`config.mk`:
```
export PLATFORM = sky130hd
export DESIGN_NAME = matrix_multiply
export DESIGN_NICKNAME = d
export VERILOG_FILES = /design/src/rtl/mm_pkg.sv /design/src/rtl/matrix_multiply.sv /design/src/rtl/mm_ram.sv /design/src/rtl/mm_mac.sv
export SDC_FILE = /design/constraint.sdc
export NUM_CORES = 2
export LEC_CHECK = 0
export ABC_AREA = 1
export BUFFER_PORTS_ARGS = -buffer_cell sky130_fd_sc_hd__buf_2
export CORE_ASPECT_RATIO = 0.5
export CORE_MARGIN = 8
export CORE_UTILIZATION = 36
export CTS_CLUSTER_SIZE = 28
export DETAILED_ROUTE_END_ITERATION = 6
export PLACE_DENSITY = 0.55
export SYNTH_ARGS = -nofsm -noshare
export SYNTH_HDL_FRONTEND = slang
export SYNTH_HIERARCHICAL = 1
export SYNTH_SLANG_ARGS = --single-unit
```
`constraint.sdc`:
```
create_clock -name clk -period 8.6 [get_ports clk]
set_clock_uncertainty 0.05 [all_clocks]
set_input_delay 0.43 -clock clk [delete_from_list [all_inputs] [get_ports clk]]
set_output_delay 0.43 -clock clk [all_outputs]
set_load 0.02 [all_outputs]
```
`src/rtl/mm_pkg.sv`:
```
package mm_pkg;

	localparam int MAX_DIM = 8;
	localparam int STORE_DEPTH = MAX_DIM * MAX_DIM;
	localparam int DIM_W = $clog2(MAX_DIM + 1);
	localparam int CNT_W = $clog2(MAX_DIM);
	localparam int ADDR_W = $clog2(STORE_DEPTH);
	localparam int SIZE_W = 2 * DIM_W;
	localparam int ELEM_W = 16;
	localparam int PROD_W = 2 * ELEM_W;
	localparam int ACC_W = 36;
	localparam int CFG_W = 4;
	localparam int CFG_IDX_W = 2;
	localparam int OP_W = 2;

	localparam logic [OP_W-1:0] OP_LOAD_A = 2'd0;
	localparam logic [OP_W-1:0] OP_LOAD_B = 2'd1;
	localparam logic [OP_W-1:0] OP_COMPUTE = 2'd2;

	localparam logic [CFG_IDX_W-1:0] REG_ROWS_A = 2'd0;
	localparam logic [CFG_IDX_W-1:0] REG_INNER_DIM = 2'd1;
	localparam logic [CFG_IDX_W-1:0] REG_COLS_B = 2'd2;

	typedef enum logic [1:0] {
		ST_IDLE,
		ST_ISSUE,
		ST_DRAIN,
		ST_EMIT
	} state_t;

	// Tag that travels alongside a store read through the MAC pipeline
	typedef struct packed {
		logic vld;
		logic first;
		logic lastp;
	} mac_tag_t;

	typedef struct packed {
		logic done;
		logic signed [ACC_W-1:0] acc;
	} mac_status_t;

	// Zero acts as one, anything above MAX_DIM acts as MAX_DIM
	function automatic logic [DIM_W-1:0] eff_dim(input logic [CFG_W-1:0] raw);
		logic [DIM_W-1:0] res;
		begin
			if (raw == '0) begin
				res = DIM_W'(1);
			end else if (32'(raw) > MAX_DIM) begin
				res = DIM_W'(MAX_DIM);
			end else begin
				res = DIM_W'(raw);
			end
			return res;
		end
	endfunction

endpackage

```
`src/rtl/matrix_multiply.sv`:
```
// Fixed-point matrix multiply C = A * B with A rows_a x inner_dim and B inner_dim x cols_b,
// elements signed Q8.8, results exact signed Q16.16 in 36 bits. Load items (operation 0/1)
// write one element at a row-major index; indexes outside the current
// matrix size are dropped. A compute item (operation 2) streams rows_a*cols_b results in
// row-major order with last set on the final one. Each result takes inner_dim reads, one per
// cycle from each store into a single multiplier and accumulator, then drains through the
// store read, product and accumulator registers before it is emitted. A compute holds the
// input, through any output stall, until its last result is emitted.
// Dimension registers take 0 as 1 and values above 8 as 8; entries keep their flat index when
// dimensions change. Store entries never written read as unknown.
module matrix_multiply (
	input  logic                                 clk,
	input  logic                                 arst_n,
	input  logic                                 cfg_we,
	input  logic [mm_pkg::CFG_IDX_W-1:0]         cfg_index,
	input  logic [mm_pkg::CFG_W-1:0]             cfg_data,
	input  logic                                 in_valid,
	output logic                                 in_ready,
	input  logic [mm_pkg::OP_W-1:0]              operation,
	input  logic [5:0]                           element_index,
	input  logic signed [mm_pkg::ELEM_W-1:0]     value,
	output logic                                 out_valid,
	input  logic                                 out_ready,
	output logic [2:0]                           row,
	output logic [2:0]                           col,
	output logic signed [mm_pkg::ACC_W-1:0]      product_value,
	output logic                                 last
);

	mm_pkg::state_t state_q, state_d;

	logic [mm_pkg::DIM_W-1:0] rows_q, inner_q, cols_q;
	logic [mm_pkg::CNT_W-1:0] i_q, j_q, p_q;
	logic [mm_pkg::ADDR_W-1:0] a_row_q, a_addr_q, b_addr_q;
	logic [mm_pkg::ADDR_W-1:0] next_a_row, next_j_ext;
	logic [mm_pkg::CNT_W-1:0] next_i, next_j;

	logic in_fire, out_slot, emit_fire;
	logic last_p, last_j, last_elem;
	logic [mm_pkg::SIZE_W-1:0] size_a, size_b;
	logic [mm_pkg::SIZE_W-1:0] idx_ext;
	logic a_we, b_we;
	logic issue;

	mm_pkg::mac_tag_t tag_d, tag_s1;
	mm_pkg::mac_status_t mac_st;
	logic signed [mm_pkg::ELEM_W-1:0] a_rdata, b_rdata;

	logic out_valid_q, out_last_q;
	logic [2:0] out_row_q, out_col_q;
	logic signed [mm_pkg::ACC_W-1:0] out_val_q;

	// Configuration
	always_ff @(posedge clk or negedge arst_n) begin
		if (!arst_n) begin
			rows_q <= mm_pkg::DIM_W'(1);
			inner_q <= mm_pkg::DIM_W'(1);
			cols_q <= mm_pkg::DIM_W'(1);
		end else if (cfg_we) begin
			unique case (cfg_index)
				mm_pkg::REG_ROWS_A: rows_q <= mm_pkg::eff_dim(cfg_data);
				mm_pkg::REG_INNER_DIM: inner_q <= mm_pkg::eff_dim(cfg_data);
				mm_pkg::REG_COLS_B: cols_q <= mm_pkg::eff_dim(cfg_data);
				default: ;
			endcase
		end
	end

	assign in_ready = (state_q == mm_pkg::ST_IDLE);
	assign in_fire = in_valid & in_ready;

	assign size_a = mm_pkg::SIZE_W'(rows_q) * mm_pkg::SIZE_W'(inner_q);
	assign size_b = mm_pkg::SIZE_W'(inner_q) * mm_pkg::SIZE_W'(cols_q);
	assign idx_ext = mm_pkg::SIZE_W'(element_index);

	assign a_we = in_fire & (operation == mm_pkg::OP_LOAD_A) & (idx_ext < size_a);
	assign b_we = in_fire & (operation == mm_pkg::OP_LOAD_B) & (idx_ext < size_b);

	// Loop bookkeeping
	assign last_p = (mm_pkg::DIM_W'(p_q) == inner_q - mm_pkg::DIM_W'(1));
	assign last_j = (mm_pkg::DIM_W'(j_q) == cols_q - mm_pkg::DIM_W'(1));
	assign last_elem = last_j & (mm_pkg::DIM_W'(i_q) == rows_q - mm_pkg::DIM_W'(1));

	assign next_i = last_j ? i_q + mm_pkg::CNT_W'(1) : i_q;
	assign next_j = last_j ? '0 : j_q + mm_pkg::CNT_W'(1);
	assign next_a_row = last_j ? a_row_q + mm_pkg::ADDR_W'(inner_q) : a_row_q;
	assign next_j_ext = mm_pkg::ADDR_W'(next_j);

	assign out_slot = ~out_valid_q | out_ready;
	assign emit_fire = (state_q == mm_pkg::ST_EMIT) & out_slot;

	always_comb begin
		state_d = state_q;
		unique case (state_q)
			mm_pkg::ST_IDLE: begin
				if (in_fire && operation == mm_pkg::OP_COMPUTE) begin
					state_d = mm_pkg::ST_ISSUE;
				end
			end
			mm_pkg::ST_ISSUE: begin
				if (last_p) begin
					state_d = mm_pkg::ST_DRAIN;
				end
			end
			mm_pkg::ST_DRAIN: begin
				if (mac_st.done) begin
					state_d = mm_pkg::ST_EMIT;
				end
			end
			mm_pkg::ST_EMIT: begin
				if (out_slot) begin
					state_d = last_elem ? mm_pkg::ST_IDLE : mm_pkg::ST_ISSUE;
				end
			end
			default: state_d = mm_pkg::ST_IDLE;
		endcase
	end

	always_comb begin
		issue = (state_q == mm_pkg::ST_ISSUE);
		tag_d.vld = issue;
		tag_d.first = issue & (p_q == '0);
		tag_d.lastp = issue & last_p;
	end

	always_ff @(posedge clk or negedge arst_n) begin
		if (!arst_n) begin
			state_q <= mm_pkg::ST_IDLE;
			tag_s1 <= '0;
			i_q <= '0;
			j_q <= '0;
			p_q <= '0;
			a_row_q <= '0;
			a_addr_q <= '0;
			b_addr_q <= '0;
		end else begin
			state_q <= state_d;
			tag_s1 <= tag_d;
			if (in_fire) begin
				i_q <= '0;
				j_q <= '0;
				p_q <= '0;
				a_row_q <= '0;
				a_addr_q <= '0;
				b_addr_q <= '0;
			end else if (issue && !last_p) begin
				p_q <= p_q + mm_pkg::CNT_W'(1);
				a_addr_q <= a_addr_q + mm_pkg::ADDR_W'(1);
				b_addr_q <= b_addr_q + mm_pkg::ADDR_W'(cols_q);
			end else if (emit_fire) begin
				// advance to the next product element
				i_q <= next_i;
				j_q <= next_j;
				p_q <= '0;
				a_row_q <= next_a_row;
				a_addr_q <= next_a_row;
				b_addr_q <= next_j_ext;
			end
		end
	end

	mm_ram #(
		.WIDTH(mm_pkg::ELEM_W),
		.DEPTH(mm_pkg::STORE_DEPTH)
	) u_a_store (
		.clk  (clk),
		.we   (a_we),
		.waddr(element_index),
		.wdata(value),
		.raddr(a_addr_q),
		.rdata(a_rdata)
	);

	mm_ram #(
		.WIDTH(mm_pkg::ELEM_W),
		.DEPTH(mm_pkg::STORE_DEPTH)
	) u_b_store (
		.clk  (clk),
		.we   (b_we),
		.waddr(element_index),
		.wdata(value),
		.raddr(b_addr_q),
		.rdata(b_rdata)
	);

	mm_mac u_mac (
		.clk   (clk),
		.arst_n(arst_n),
		.tag_s1(tag_s1),
		.a_data(a_rdata),
		.b_data(b_rdata),
		.status(mac_st)
	);

	// Output register: hold until taken
	always_ff @(posedge clk or negedge arst_n) begin
		if (!arst_n) begin
			out_valid_q <= 1'b0;
		end else if (emit_fire) begin
			out_valid_q <= 1'b1;
		end else if (out_ready) begin
			out_valid_q <= 1'b0;
		end
	end

	always_ff @(posedge clk) begin
		if (emit_fire) begin
			out_row_q <= 3'(i_q);
			out_col_q <= 3'(j_q);
			out_val_q <= mac_st.acc;
			out_last_q <= last_elem;
		end
	end

	assign out_valid = out_valid_q;
	assign row = out_row_q;
	assign col = out_col_q;
	assign product_value = out_val_q;
	assign last = out_last_q;

endmodule

```
`src/rtl/mm_ram.sv`:
```
module mm_ram #(
	parameter int WIDTH = 16,
	parameter int DEPTH = 64
) (
	input  logic                     clk,
	input  logic                     we,
	input  logic [$clog2(DEPTH)-1:0] waddr,
	input  logic [WIDTH-1:0]         wdata,
	input  logic [$clog2(DEPTH)-1:0] raddr,
	output logic [WIDTH-1:0]         rdata
);

	logic [WIDTH-1:0] mem_q [DEPTH];
	logic [WIDTH-1:0] rdata_q;

	always_ff @(posedge clk) begin
		if (we) begin
			mem_q[waddr] <= wdata;
		end
		rdata_q <= mem_q[raddr];
	end

	assign rdata = rdata_q;

endmodule

```
`src/rtl/mm_mac.sv`:
```
module mm_mac (
	input  logic                                  clk,
	input  logic                                  arst_n,
	input  mm_pkg::mac_tag_t                      tag_s1,
	input  logic signed [mm_pkg::ELEM_W-1:0]      a_data,
	input  logic signed [mm_pkg::ELEM_W-1:0]      b_data,
	output mm_pkg::mac_status_t                   status
);

	mm_pkg::mac_tag_t tag_s2;
	logic signed [mm_pkg::PROD_W-1:0] prod_s2;
	logic signed [mm_pkg::ACC_W-1:0] acc_q;
	logic signed [mm_pkg::ACC_W-1:0] prod_ext;
	logic done_q;

	always_ff @(posedge clk or negedge arst_n) begin
		if (!arst_n) begin
			tag_s2 <= '0;
			done_q <= 1'b0;
		end else begin
			tag_s2 <= tag_s1;
			done_q <= tag_s2.vld & tag_s2.lastp;
		end
	end

	always_ff @(posedge clk) begin
		prod_s2 <= a_data * b_data;
	end

	assign prod_ext = mm_pkg::ACC_W'(prod_s2);

	// Restart the sum on the first term of each dot product
	always_ff @(posedge clk) begin
		if (tag_s2.vld) begin
			acc_q <= tag_s2.first ? prod_ext : acc_q + prod_ext;
		end
	end

	assign status.done = done_q;
	assign status.acc = acc_q;

endmodule
```
== Word level (Yosys, flattened, before mapping) ==
Memory sizes are Yosys's and may differ from the RTL's. A register that Yosys moved wholly into a read port is not among the register bits.
Cells that the tools add are included.
Cells by class
  add/subtract/negate cells: 10
  multiply operators: 3
  order comparisons: 3
  eq/ne operators: 15
  multiplexer cells: 35
  bitwise logic cells: 12
  reductions and logical operators: 18
Operators with widths (number)
  $mux 6: 9
  $add 36x32->36: 1
  $mux 36: 1
  $mux 3: 11
  $mul 16x16->32: 1
  $lt 6x8->1: 2
  $mul 4x4->8: 2
  $add 6x4->6: 2
  $eq 3x4->1: 3
  $sub 4x1->4 const B: 3
  $and 1x1->1: 10
  $add 3x1->3 const B: 3
  $eq 2x2->1 const B: 4
  $mux 2: 4
  $mux 4: 2
  $pmux 2 s4: 1
  $reduce_and 2->1: 4
  $mux 1: 7
  $add 6x1->6 const B: 1
  $eq 2x1->1 const B: 3
  $logic_not 2->1: 3
  $ne 2x2->1 const B: 3
  $reduce_bool 2->1: 3
  $gt 4x4->1 const B: 1
  10 further kinds: 12
Word-level totals
  flip-flop bits (word level): 160
  memory bits (writable): 2048
  bits of input ports: 35
  output and inout port bits: 45
  memories: 2
Memories
  u_a_store.mem_q: words 64, width 16, rd ports 1, clocked after Yosys merged registers in 1, wr ports 1, line mm_ram.sv:13  | logic [WIDTH-1:0] mem_q [DEPTH];
  u_b_store.mem_q: words 64, width 16, rd ports 1, clocked after Yosys merged registers in 1, wr ports 1, line mm_ram.sv:13

== Longest topological paths before layout ==
  depth in word-level cells: 6
  gate-level depth with buffers: 25

== Hierarchy ==
The synthesis kept the hierarchy.
By module, submodules not included
  mm_ram: times used 2, cells an instance 3517, area each 42099.1 µm², sequential area each 31069.8 µm²
  mm_mac: times used 1, cells an instance 2052, area each 15327.2 µm², sequential area each 1821.7 µm²
  matrix_multiply: times used 1, cells an instance 609, area each 5431.5 µm², sequential area each 2421.1 µm²

== Least setup slack after synthesis ==
No wires, ideal clock.
  path type: flip-flop to flip-flop
  start: register inner_q[0] in the netlist's numbering
  end: memory u_b_store.mem_q[48][0] (enable)
  arrival time: 5.272 ns
  required time: 8.119 ns
  slack: 2.848 ns
  cell stages (with the launch flop): 18
  path buffers: 2
  path through: dfstp_2 buf_6 nand2_1 fa_1 inv_1 fa_1 ha_1 a21o_1 a31oi_1 xor2_1 ha_1 a21oi_1 nand3b_1 nand2_1 nor2_1 clkbuf_1 nand4_1 nor4_1
On the way
  cells in the longest elaborated chain, start to end: 5
Ends and longest elaborated chain
  start, declared: line matrix_multiply.sv:32  | logic [mm_pkg::DIM_W-1:0] rows_q, inner_q, cols_q;
  start signal, assigned: line matrix_multiply.sv:57  | inner_q <= mm_pkg::DIM_W'(1);
  start signal, assigned: line matrix_multiply.sv:62  | mm_pkg::REG_INNER_DIM: inner_q <= mm_pkg::eff_dim(cfg_data);
  $mul 4x4->8: line matrix_multiply.sv:73  | assign size_b = mm_pkg::SIZE_W'(inner_q) * mm_pkg::SIZE_W'(cols_q);
  $lt 6x8->1: line matrix_multiply.sv:77  | assign b_we = in_fire & (operation == mm_pkg::OP_LOAD_B) & (idx_ext < size_b);
  $and 1x1->1: line matrix_multiply.sv:77
  net b_we: line matrix_multiply.sv:42  | logic a_we, b_we;
  $mux 1: line mm_ram.sv:17  | if (we) begin
  $mux 1 (not written as such): line mm_ram.sv:18  | mem_q[waddr] <= wdata;
  end, declared: line mm_ram.sv:13
The timed path passes the listed nets, and every way through them passes these cells.

== Worst setup path after layout ==
  start: register inner_q[0] in the netlist's numbering
  end: memory u_b_store.mem_q[2][4] (enable)
The elaborated chain is that of the path after synthesis.

==> results.cfg <==
[critical_path]
crit_chain = nand2_1 > fa_1 > inv_1 > fa_1 > ha_1 > a21o_1 > a31oi_1 > xor2_1 > ha_1 > a21oi_1 > nand3b_1 > nand2_1 > nor2_1 > nand4_1 > nor2_2
slowest_delay_ns = 1.15
critPathMaxFanout = 16
r2r_end = u_b_store/mem_q[2][4]$_DFFE_PP_
end_kind = flip-flop
cp-start-kind = flip-flop
worst_ep_required_time_ns = 8.97
criticalPathCategory = flip-flop to flip-flop
crit_path_top_delay_cell = nor2_2
timing.reg2reg.setup_slack_ns = 2.01
r2r-start = inner_q[0]$_DFFE_PN1P_
arrival_ns = 6.96
rr_worst_depth = 15

[final_layout]
most-common-layout-cells = nand2_1 (3322), edfxtp_1 (2127), nand3_1 (1844), inv_1 (648), fa_1 (273)
final_common_cell = nand2_1
stdcell_count = 13800
final_cell_area_um2 = 116000
layout-drive-gt1-share_pct = 7.09
fill_cells = 27800
final_nets = 10200
area_growth_pct = 10.6

[timing]
finalWorstSetupSlack_ns = 2.01
slew_headroom_pct = 14.7
drv_slew = 0
min_period_ns = 6.59
finalHoldViolations = 0
rsz0062_at_grt = false
finalSetupTns_ns = 0
setup-violations-final = 0
period_share_pct = 76.7
tightest_slew_ns = 1.28
fmax_mhz = 152

[placement]
place.gp.congestion = 0.922
place_area_um2 = 109000
hpwl_um = 179000
dp.cells = 13300
numPortBuffers = 79
dp_slack_ns = 2.17

[synth]
synth_nets = 10200
synth_seq_area_share_pct = 63.2
synth_seq_cells = 2240
synth.avg_cell_area_um2 = 10.8
synth_edf_count = 2127
synthesis.area_um2 = 105000
yosysWarningCount = 6
synth_cell_types = 49
postSynthCellCount = 9695
synthArstFlopShare_pct = 2.19
synth_top_flop_cell = edfxtp_1

[global_route]
grt_usage_pct = 19.0
grt_pass1_vias = 68000
grt_max_degree = 237
grt-ovfl-total = 0
antenna_found_initial = 15
grt_first_pass_wirelength_um = 448000

[routing]
drt_iter0_drc = 7497
via_count = 70900
wirelength_um = 303000
ant_nets = 0
drt_first_pass_iters = 7
routedWlPerCell_um = 22.0
avgViaCountPerCell = 5.16
drc = 7

[power_and_ir_drop]
finalPower_mw = 22.0
powerDensity_nw_per_um2 = 189
irDropWorstVdd_v = 0.000192
leakagePower_nw = 44.9

[clock_network]
clock_latency_ns = 0.90
cts_root_buffer = clkbuf_16
cts.sinks = 2240
clk_pin_slew_ns = 0.07
clk_path_buf_depth = 4
post_cts_resized = 0
htreeDepth = 4
ctsHoldBuffers = 24
cts_made_buffers = 212
post_cts_buffers = 0
cts_tree = built

[status]
status = finished, violations left
violations = DRC

[floorplanning]
core_um2 = 291000
die_area_um2 = 310000
die_x_um = 780
initial_core_util_pct = 36.1
io_pins = 80
rows = 140
die_y_um = 398

[hold_path]
hold_path.class = input port to flip-flop
min_to = u_a_store/mem_q[10][13]$_DFFE_PP_
timing.hold.worst_path_depth = 1
worstHoldStart = value[13]

[job]
cap_violations = 0
-- synth_stat cells, types with 13 or more instances --
library cell,number,area [um^2]
nor4_1,19,119
o21ai_0,51,255
buf_4,39,293
o21ai_1,21,105
inv_2,17,63.8
xor2_1,34,298
a21oi_1,84,420
nor2_1,245,920
buf_1,37,139
inv_1,652,2450
buf_6,104,1170
dfxtp_1,64,1280
xnor2_1,27,236
nand2_1,3322,12500
nand4_1,45,282
dfrtp_1,46,1150
fa_1,273,5470
clkbuf_1,114,428
buf_2,228,1140
nand3_1,1844,9230
or2_2,13,81.3
edfxtp_1,2127,63900
ha_1,171,2140
-- critical path: cells and delay by family, from the launching register on --
kind	cells	cell delay, ns
AND/OR/NAND/NOR	6	2.98
adder cells (fa/ha/maj)	4	1.60
flip-flops	1	0.69
AO/OA/AOI/OAI	3	0.55
XOR/XNOR	1	0.18
buffers and inverters	1	0.06
-- cell type report --
class	count	area [um^2]	share of cell area, %
well taps	3905	4890	4.21
diodes	12	30.0	0.0259
multi-input cells	6259	32900	28.4
repair buffers	297	2320	2.00
flip-flops and latches	2240	66400	57.2
clock inverters	123	1330	1.14
clock buffers	255	5570	4.80
inverters	672	2580	2.22
-- state kept, by name (all words and copies together) (netlist names), 4 cells and up --
name             cells
a_addr_q             6
a_row_q              6
b_addr_q             6
cols_q               4
inner_q              4
product_value       36
rows_q               4
u_a_store/mem_q   1024
u_a_store/rdata     16
u_b_store/mem_q   1024
u_b_store/rdata     16
u_mac/acc_q         36
u_mac/prod_s2       32
-- worst max-delay path by stage --
stage,from,endpoint,slack (ns),cells after the start
3_3_place_gp,inner_q[0]$_DFFE_PN1P_,u_b_store/mem_q[43][0]$_DFFE_PP_,2.16,16
5_1_grt,inner_q[0]$_DFFE_PN1P_,u_b_store/mem_q[43][13]$_DFFE_PP_,1.84,16
4_1_cts,inner_q[0]$_DFFE_PN1P_,u_b_store/mem_q[43][13]$_DFFE_PP_,2.15,16
6_report,inner_q[0]$_DFFE_PN1P_,u_b_store/mem_q[2][4]$_DFFE_PP_,2.01,15
3_5_place_dp,inner_q[0]$_DFFE_PN1P_,u_b_store/mem_q[43][12]$_DFFE_PP_,2.17,16
2_1_floorplan,inner_q[0]$_DFFE_PN1P_,u_b_store/mem_q[48][0]$_DFFE_PP_,2.85,17
-- metrics by stage --
step                      util [%]  hold slack, ns
after detailed placement      37.5           0.288
after global routing          39.9          0.0533
final                         39.9          0.0672
after global placement        37.5           0.283
after floorplan                  -          0.0844
after CTS                     39.9          0.0386
-- layer usage --
metal,track usage [%],routed length [um],part of all wire (%)
met1,27.2,136000,45
met2,28.8,134000,44
met4,4.19,6280,2.1
met5,0,479,0.16
met3,4.89,26800,8.9
-- power breakdown --
part / leakage (nW) / switching, mW / internal (mW)
sequential: 20.3 / 0.0245 / 11.9
combinational: 21.2 / 0.364 / 0.107
clock: 3.38 / 4.16 / 5.39
total: 44.9 / 4.55 / 17.4
-- logic make-up (layout without fill, tap and decap cells) --
family	after synthesis	count (layout)	share of synthesized area [%]
xor gates and xnor gates	61	61	0.509
adders and majority gates	444	444	7.25
AOI/OAI and AO/OA	199	199	1.05
other	0	12	0
buffers and inverters	1196	1347	5.47
and+or+nand+nor	5555	5555	22.5
DFF	2240	2240	63.2
Power figures use the tool's default switching activity.
